--- config.mk ---
export PLATFORM = sky130hd
export DESIGN_NAME = bafl_ctrl
export DESIGN_NICKNAME = d
export VERILOG_FILES = /design/src/sv/bafl_pkg.sv /design/src/sv/bafl_ctrl.sv
export SDC_FILE = /design/constraint.sdc
export NUM_CORES = 1
export LEC_CHECK = 0
export BUFFER_PORTS_ARGS = -buffer_cell sky130_fd_sc_hd__buf_2
export CAP_MARGIN = 20
export CELL_PAD_IN_SITES_DETAIL_PLACEMENT = 0
export CELL_PAD_IN_SITES_GLOBAL_PLACEMENT = 1
export CORE_MARGIN = 10
export CORE_UTILIZATION = 28
export CTS_CLUSTER_DIAMETER = 80
export DETAILED_ROUTE_END_ITERATION = 8
export GPL_TIMING_DRIVEN = 0
export PLACE_DENSITY_LB_ADDON = 0.1
export SETUP_SLACK_MARGIN = 0.1
export SLEW_MARGIN = 20
export SYNTH_ARGS = -nofsm -noshare
export SYNTH_HDL_FRONTEND = slang
export SYNTH_SLANG_ARGS = --single-unit
--- constraint.sdc ---
create_clock -name clk -period 1.73 [get_ports clk]
set_clock_uncertainty 0.2 [all_clocks]
set_input_delay 0.173 -clock clk [delete_from_list [all_inputs] [get_ports clk]]
set_output_delay 0.173 -clock clk [all_outputs]
set_load 0.02 [all_outputs]
--- src/sv/bafl_pkg.sv ---
`default_nettype none
// ----------------------------------------------------------------------------
// bafl_pkg: shared definitions for the bump allocator with exact-fit free list
// Sizes, widths, result codes, controller states and the command and status
// groups that pass between the controller and the datapath.
// ----------------------------------------------------------------------------
package bafl_pkg;

    localparam int HEAP_BYTES = 65536;
    localparam int FREE_SLOTS = 64;
    localparam int HDR_BYTES  = 8;
    localparam int MIN_CHUNK  = 24;
    localparam int OFF_W      = 16;
    localparam int REQ_W      = 32;
    localparam int STATUS_W   = 3;
    localparam int OFF_MAX    = 65535;

    localparam int HDR_DEPTH  = HEAP_BYTES / HDR_BYTES;
    localparam int HDR_AW     = $clog2(HDR_DEPTH);
    localparam int BUMP_W     = $clog2(HEAP_BYTES + 1);
    localparam int SIZE_W     = BUMP_W;
    localparam int SLOT_AW    = $clog2(FREE_SLOTS);
    localparam int CNT_W      = $clog2(FREE_SLOTS + 1);

    typedef enum logic [STATUS_W-1:0] {
        RES_REUSED     = 3'd0,
        RES_NEW        = 3'd1,
        RES_NO_SPACE   = 3'd2,
        RES_FREED      = 3'd3,
        RES_TABLE_FULL = 3'd4
    } res_code_t;

    typedef enum logic [3:0] {
        S_IDLE,
        S_DECODE,
        S_SCAN,
        S_CMP,
        S_SH_RD,
        S_SH_WR,
        S_BUMP,
        S_FREE,
        S_OUT
    } state_t;

    typedef struct packed {
        logic [OFF_W-1:0]  offset;
        logic [SIZE_W-1:0] size;
    } entry_t;

    typedef struct packed {
        logic load_req;
        logic set_no_space;
        logic scan_init;
        logic scan_rd;
        logic scan_dec;
        logic take_match;
        logic sh_rd;
        logic sh_wr;
        logic pop;
        logic bump;
        logic hdr_rd;
        logic push;
        logic out_load;
    } cmd_t;

    typedef struct packed {
        logic is_free;
        logic oversize;
        logic cnt_zero;
        logic match;
        logic scan_zero;
        logic match_last;
        logic sh_last;
        logic out_free;
    } stat_t;

    function automatic logic [HDR_AW-1:0] hdr_index(input logic [OFF_W-1:0] off);
        logic [OFF_W-1:0] base;
        base = off - OFF_W'(HDR_BYTES);
        return HDR_AW'(32'(base) >> 3);
    endfunction

    function automatic logic hdr_in_range(input logic [OFF_W-1:0] off);
        logic [OFF_W-1:0] base;
        base = off - OFF_W'(HDR_BYTES);
        return (32'(base) >> 3) < 32'(HDR_DEPTH);
    endfunction

endpackage
`default_nettype wire

--- src/sv/bafl_ctrl.sv ---
`default_nettype none
// ----------------------------------------------------------------------------
// bafl_ctrl: request sequencer
// Steps each request through decode, free table scan, entry removal, bump
// carving or free push, and hands the result to the output register.
// ----------------------------------------------------------------------------
module bafl_ctrl
(
    input  wire logic           clk,
    input  wire logic           rst_n,
    input  wire logic           req_valid,
    output logic                req_stall,
    input  wire bafl_pkg::stat_t st,
    output bafl_pkg::cmd_t      cmd
);
    import bafl_pkg::*;

    state_t state_reg;
    state_t state_next;

    always_ff @(posedge clk or negedge rst_n)
    begin
        if (!rst_n)
        begin
            state_reg <= S_IDLE;
        end
        else
        begin
            state_reg <= state_next;
        end
    end

    always_comb
    begin
        state_next = state_reg;
        cmd        = '0;
        req_stall  = 1'b1;
        case (state_reg)
            S_IDLE:
            begin
                req_stall = 1'b0;
                if (req_valid)
                begin
                    cmd.load_req = 1'b1;
                    state_next   = S_DECODE;
                end
            end
            S_DECODE:
            begin
                if (st.is_free)
                begin
                    cmd.hdr_rd = 1'b1;
                    state_next = S_FREE;
                end
                else if (st.oversize)
                begin
                    cmd.set_no_space = 1'b1;
                    state_next       = S_OUT;
                end
                else if (st.cnt_zero)
                begin
                    state_next = S_BUMP;
                end
                else
                begin
                    cmd.scan_init = 1'b1;
                    state_next    = S_SCAN;
                end
            end
            S_SCAN:
            begin
                cmd.scan_rd = 1'b1;
                state_next  = S_CMP;
            end
            S_CMP:
            begin
                if (st.match)
                begin
                    cmd.take_match = 1'b1;
                    if (st.match_last)
                    begin
                        cmd.pop    = 1'b1;
                        state_next = S_OUT;
                    end
                    else
                    begin
                        state_next = S_SH_RD;
                    end
                end
                else if (st.scan_zero)
                begin
                    state_next = S_BUMP;
                end
                else
                begin
                    cmd.scan_dec = 1'b1;
                    state_next   = S_SCAN;
                end
            end
            S_SH_RD:
            begin
                cmd.sh_rd  = 1'b1;
                state_next = S_SH_WR;
            end
            S_SH_WR:
            begin
                cmd.sh_wr = 1'b1;
                if (st.sh_last)
                begin
                    cmd.pop    = 1'b1;
                    state_next = S_OUT;
                end
                else
                begin
                    state_next = S_SH_RD;
                end
            end
            S_BUMP:
            begin
                cmd.bump   = 1'b1;
                state_next = S_OUT;
            end
            S_FREE:
            begin
                cmd.push   = 1'b1;
                state_next = S_OUT;
            end
            S_OUT:
            begin
                if (st.out_free)
                begin
                    cmd.out_load = 1'b1;
                    state_next   = S_IDLE;
                end
            end
            default:
            begin
                state_next = S_IDLE;
            end
        endcase
    end

endmodule
`default_nettype wire

==> metrics.csv <==
stage,metric,value,unit
setup_path,Worst Path Max Fanout,6,
grt,first-pass GRT wire length,2240,µm
power_and_ir_drop,internal power,0.665,mW
sta,Min Hold Slack,73.5,ps
routing,Initial DRC Count,7,
cts,clock latency on the worst-skew pair,230,ps
grt,gr usage total,7.83,%
setup_path,WP data arrival,1440,ps
logic_synthesis,Synth area leader,dfrtp_1,
setup_path,WS Path Type,reg -> out,
outcome,status,"complete, but fails checks",
outcome,violated checks,negative setup slack,
logic_synthesis,Synth Area in Adders,0,%
logic_synthesis,top cell type's share of synthesized area,23.5,%
logic_synthesis,Post-Synth XOR/XNOR Area,0,%
setup_path,startpoint types,register,
routing,TritonRoute pass-1 iters,4,
power_and_ir_drop,Sequential Power Share,14.0,%
setup_path,worst setup path startpoint,state_reg[2]$_DFFE_PN0P_,
layout,layout net count,99,
power_and_ir_drop,leak pwr,0.369,nW
routing,via density per instance,4.84,
grt,vias in the first global route,500,
logic_synthesis,sequential fraction of the synthesis area,23.5,%
die,Die Y,59.0,µm
grt,grt total ovfl,0,
logic_synthesis,Commonest cells post-synth,"nand2b_1, nor2_1, dfrtp_1, nand2_1",
worst_hold_path,Hold Startpoint,req_valid,
routing,Vias,494,
power_and_ir_drop,worst vdd ir,624,µV
die,die width,59.0,µm
sta,"Setup violations, final",4,
power_and_ir_drop,Cell Pwr Density,1580,nW/µm²
logic_synthesis,#FFs+latches synth,4,
cts,CTS tree,done,
power_and_ir_drop,Logic pwr share,76.7,%
logic_synthesis,Mapped Area,427,µm²
routing,drt total wl,1330,µm
cts,CTS sink cnt,4,
placement,Place WS,69.8,ps
job,Max Cap Viol,0,
sta,RSZ-0062 raised after global routing,yes,
worst_hold_path,hold depth,3,
setup_path,R2R depth,5,
logic_synthesis,net count after synthesis,61,
layout,area grow syn2layout,75.4,%
power_and_ir_drop,total power,1.18,mW
sta,fin crit share,105,%
layout,final core occ,50.9,%
logic_synthesis,main combinational cell family by area after synthesis,simple AND/OR/NAND/NOR gates,
sta,"Hold Vio Cnt, Final",0,
setup_path,CP endpoint kind,output port,
power_and_ir_drop,Clock power frac,9.3,%
sta,FMAX,0.552,GHz
logic_synthesis,Avg Inst Size Synth,8.53,µm²
routing,WL/cell,13.0,µm
layout,Final Cell Area,748,µm²
sta,worst relative slew slack,83.3,%
placement,dpl hpwl,1030,µm
routing,highest metal used,met3,
placement,Area after DPL,573,µm²
logic_synthesis,post-synthesis mux area share,2.35,%
logic_synthesis,Synth Area in Simple Gates,45.2,%
logic_synthesis,Synth Area in Compound Gates,18.2,%
routing,DR WL met2,659,µm
logic_synthesis,top_reg_cell synth,dfrtp_1,
logic_synthesis,Yosys cell types,28,
grt,antenna violations before repair,0,
placement,GP Congestion,0.720,
cts,root buffer cell,clkbuf_4,
routing,M1 WL,573,µm
logic_synthesis,Cells after Synth,50,
worst_hold_path,worst min-delay path class,in -> reg,
sta,minimum clock period,1810,ps
routing,Routed Antenna Nets,0,
cts,Clock Path Buffers,2,
die,initial core utilization,29.0,%
die,Die ar.,3490,µm²
power_and_ir_drop,Psw,0.517,mW
die,io pins,25,
placement,port bufs,24,
sta,Final WS setup,-80.3,ps
cts,H-Tree Depth,1,
layout,max reg flops,4,
setup_path,CP Data Required Time,1360,ps
die,FP Rows,14,
cts,number of CTS-inserted buffers,3,
layout,ANT cells,0,
grt,largest net degree at the start of global routing,11,
setup_path,FF-to-FF Start,state_reg[0]$_DFFE_PN0P_,
routing,drt drc,0,
logic_synthesis,ys async rst share,100,%
layout,fraction of layout instances using a drive strength above 1,55.8,%
routing,met3 wire len,95,µm
logic_synthesis,Post-synth EDFFs,0,
logic_synthesis,synth top area cells,"dfrtp_1, nand2b_1, nor4bb_4, nor4b_4, buf_6",
power_and_ir_drop,Sw Share,43.7,%
cts,Worst-path clk slew,40,ps
sta,Tightest Pin Transition,249,ps
die,Core Area,1470,µm²
sta,pins over their slew limit,0,
logic_synthesis,Ys Warns,0,
metal layers:
layer / up-vias / global-route usage [%]
met5: - / 0
met4: 0 / 2.95
met3: 0 / 2.15
met2: 14 / 12.2
met1: 225 / 9.94
li1: 255 / -
worst max-delay path, stage by stage (launching register included):
cell and delay [ps]:
dfrtp_1 380, buf_6 140, nor4bb_4 300, a32oi_2 170, inv_1 100, buf_6 120
metrics by stage:
stage / instances / TNS (ps)
after floorplan: 50 / 0
after global placement: 90 / 0
after detailed placement: 90 / 0
after CTS: 98 / -180
after global routing: 102 / -701
final: 102 / -148
timing repair:
action | in CTS | in global routing
pin swaps | 4 | 3
hold endpoints to repair | 4 | 1
setup buffers | 4 | 3
resized for setup | 14 | 8
hold buffers | 1 | 1
setup endpoints to repair | 11 | 14
layout by cell type, fill, tap and decap left out, types with 2 or more instances in the layout:
| cell | instances |
|---|---|
| and2_1 | 2 |
| buf_2 | 14 |
| buf_4 | 14 |
| buf_6 | 7 |
| clkbuf_4 | 3 |
| dfrtp_1 | 4 |
| dlygate4sd3_1 | 2 |
| inv_1 | 3 |
| nand2_1 | 4 |
| nand2b_1 | 4 |
| nand3b_1 | 2 |
| nor2_1 | 4 |
| nor2_2 | 2 |
| nor3_2 | 2 |
| o211ai_1 | 2 |
path summary, 6_finish.rpt:
check / end / slack, ps
worst max-delay path: cmd[4] / -80
worst max register to register: state_reg[3]$_DFFE_PN0P_ / 220
worst min-delay path: state_reg[0]$_DFFE_PN0P_ / 70
max in group asynchronous: state_reg[1]$_DFFE_PN0P_ / 1140
worst min register to register: state_reg[0]$_DFFE_PN0P_ / 390
min in group asynchronous: state_reg[3]$_DFFE_PN0P_ / 80
final cells by class:
class	instances	area [µm²]
fill	149	723
multi-input combinational	39	320
timing repair buffer	33	229
sequential	4	100
buffer	4	45.0
clock buffer	3	22.5
tap	16	20.0
inverter	3	11.3
cells by family after synthesis:
kind of cell | Yosys count
and+or+nand+nor | 28
AOI/OAI and AO/OA | 10
buffers and inverters | 7
DFF | 4
muxes | 1
power by group through the flow:
stage	Sequential, mW	Combinational, mW	Clock, mW
floorplan	0.159	0.540	0
global placement	0.164	0.719	0
CTS	0.165	0.818	0.113
global route	0.171	0.998	0.122
detailed placement	0.165	0.712	0
finish	0.166	0.907	0.110
No activity file was read; power rests on OpenSTA's default activity.
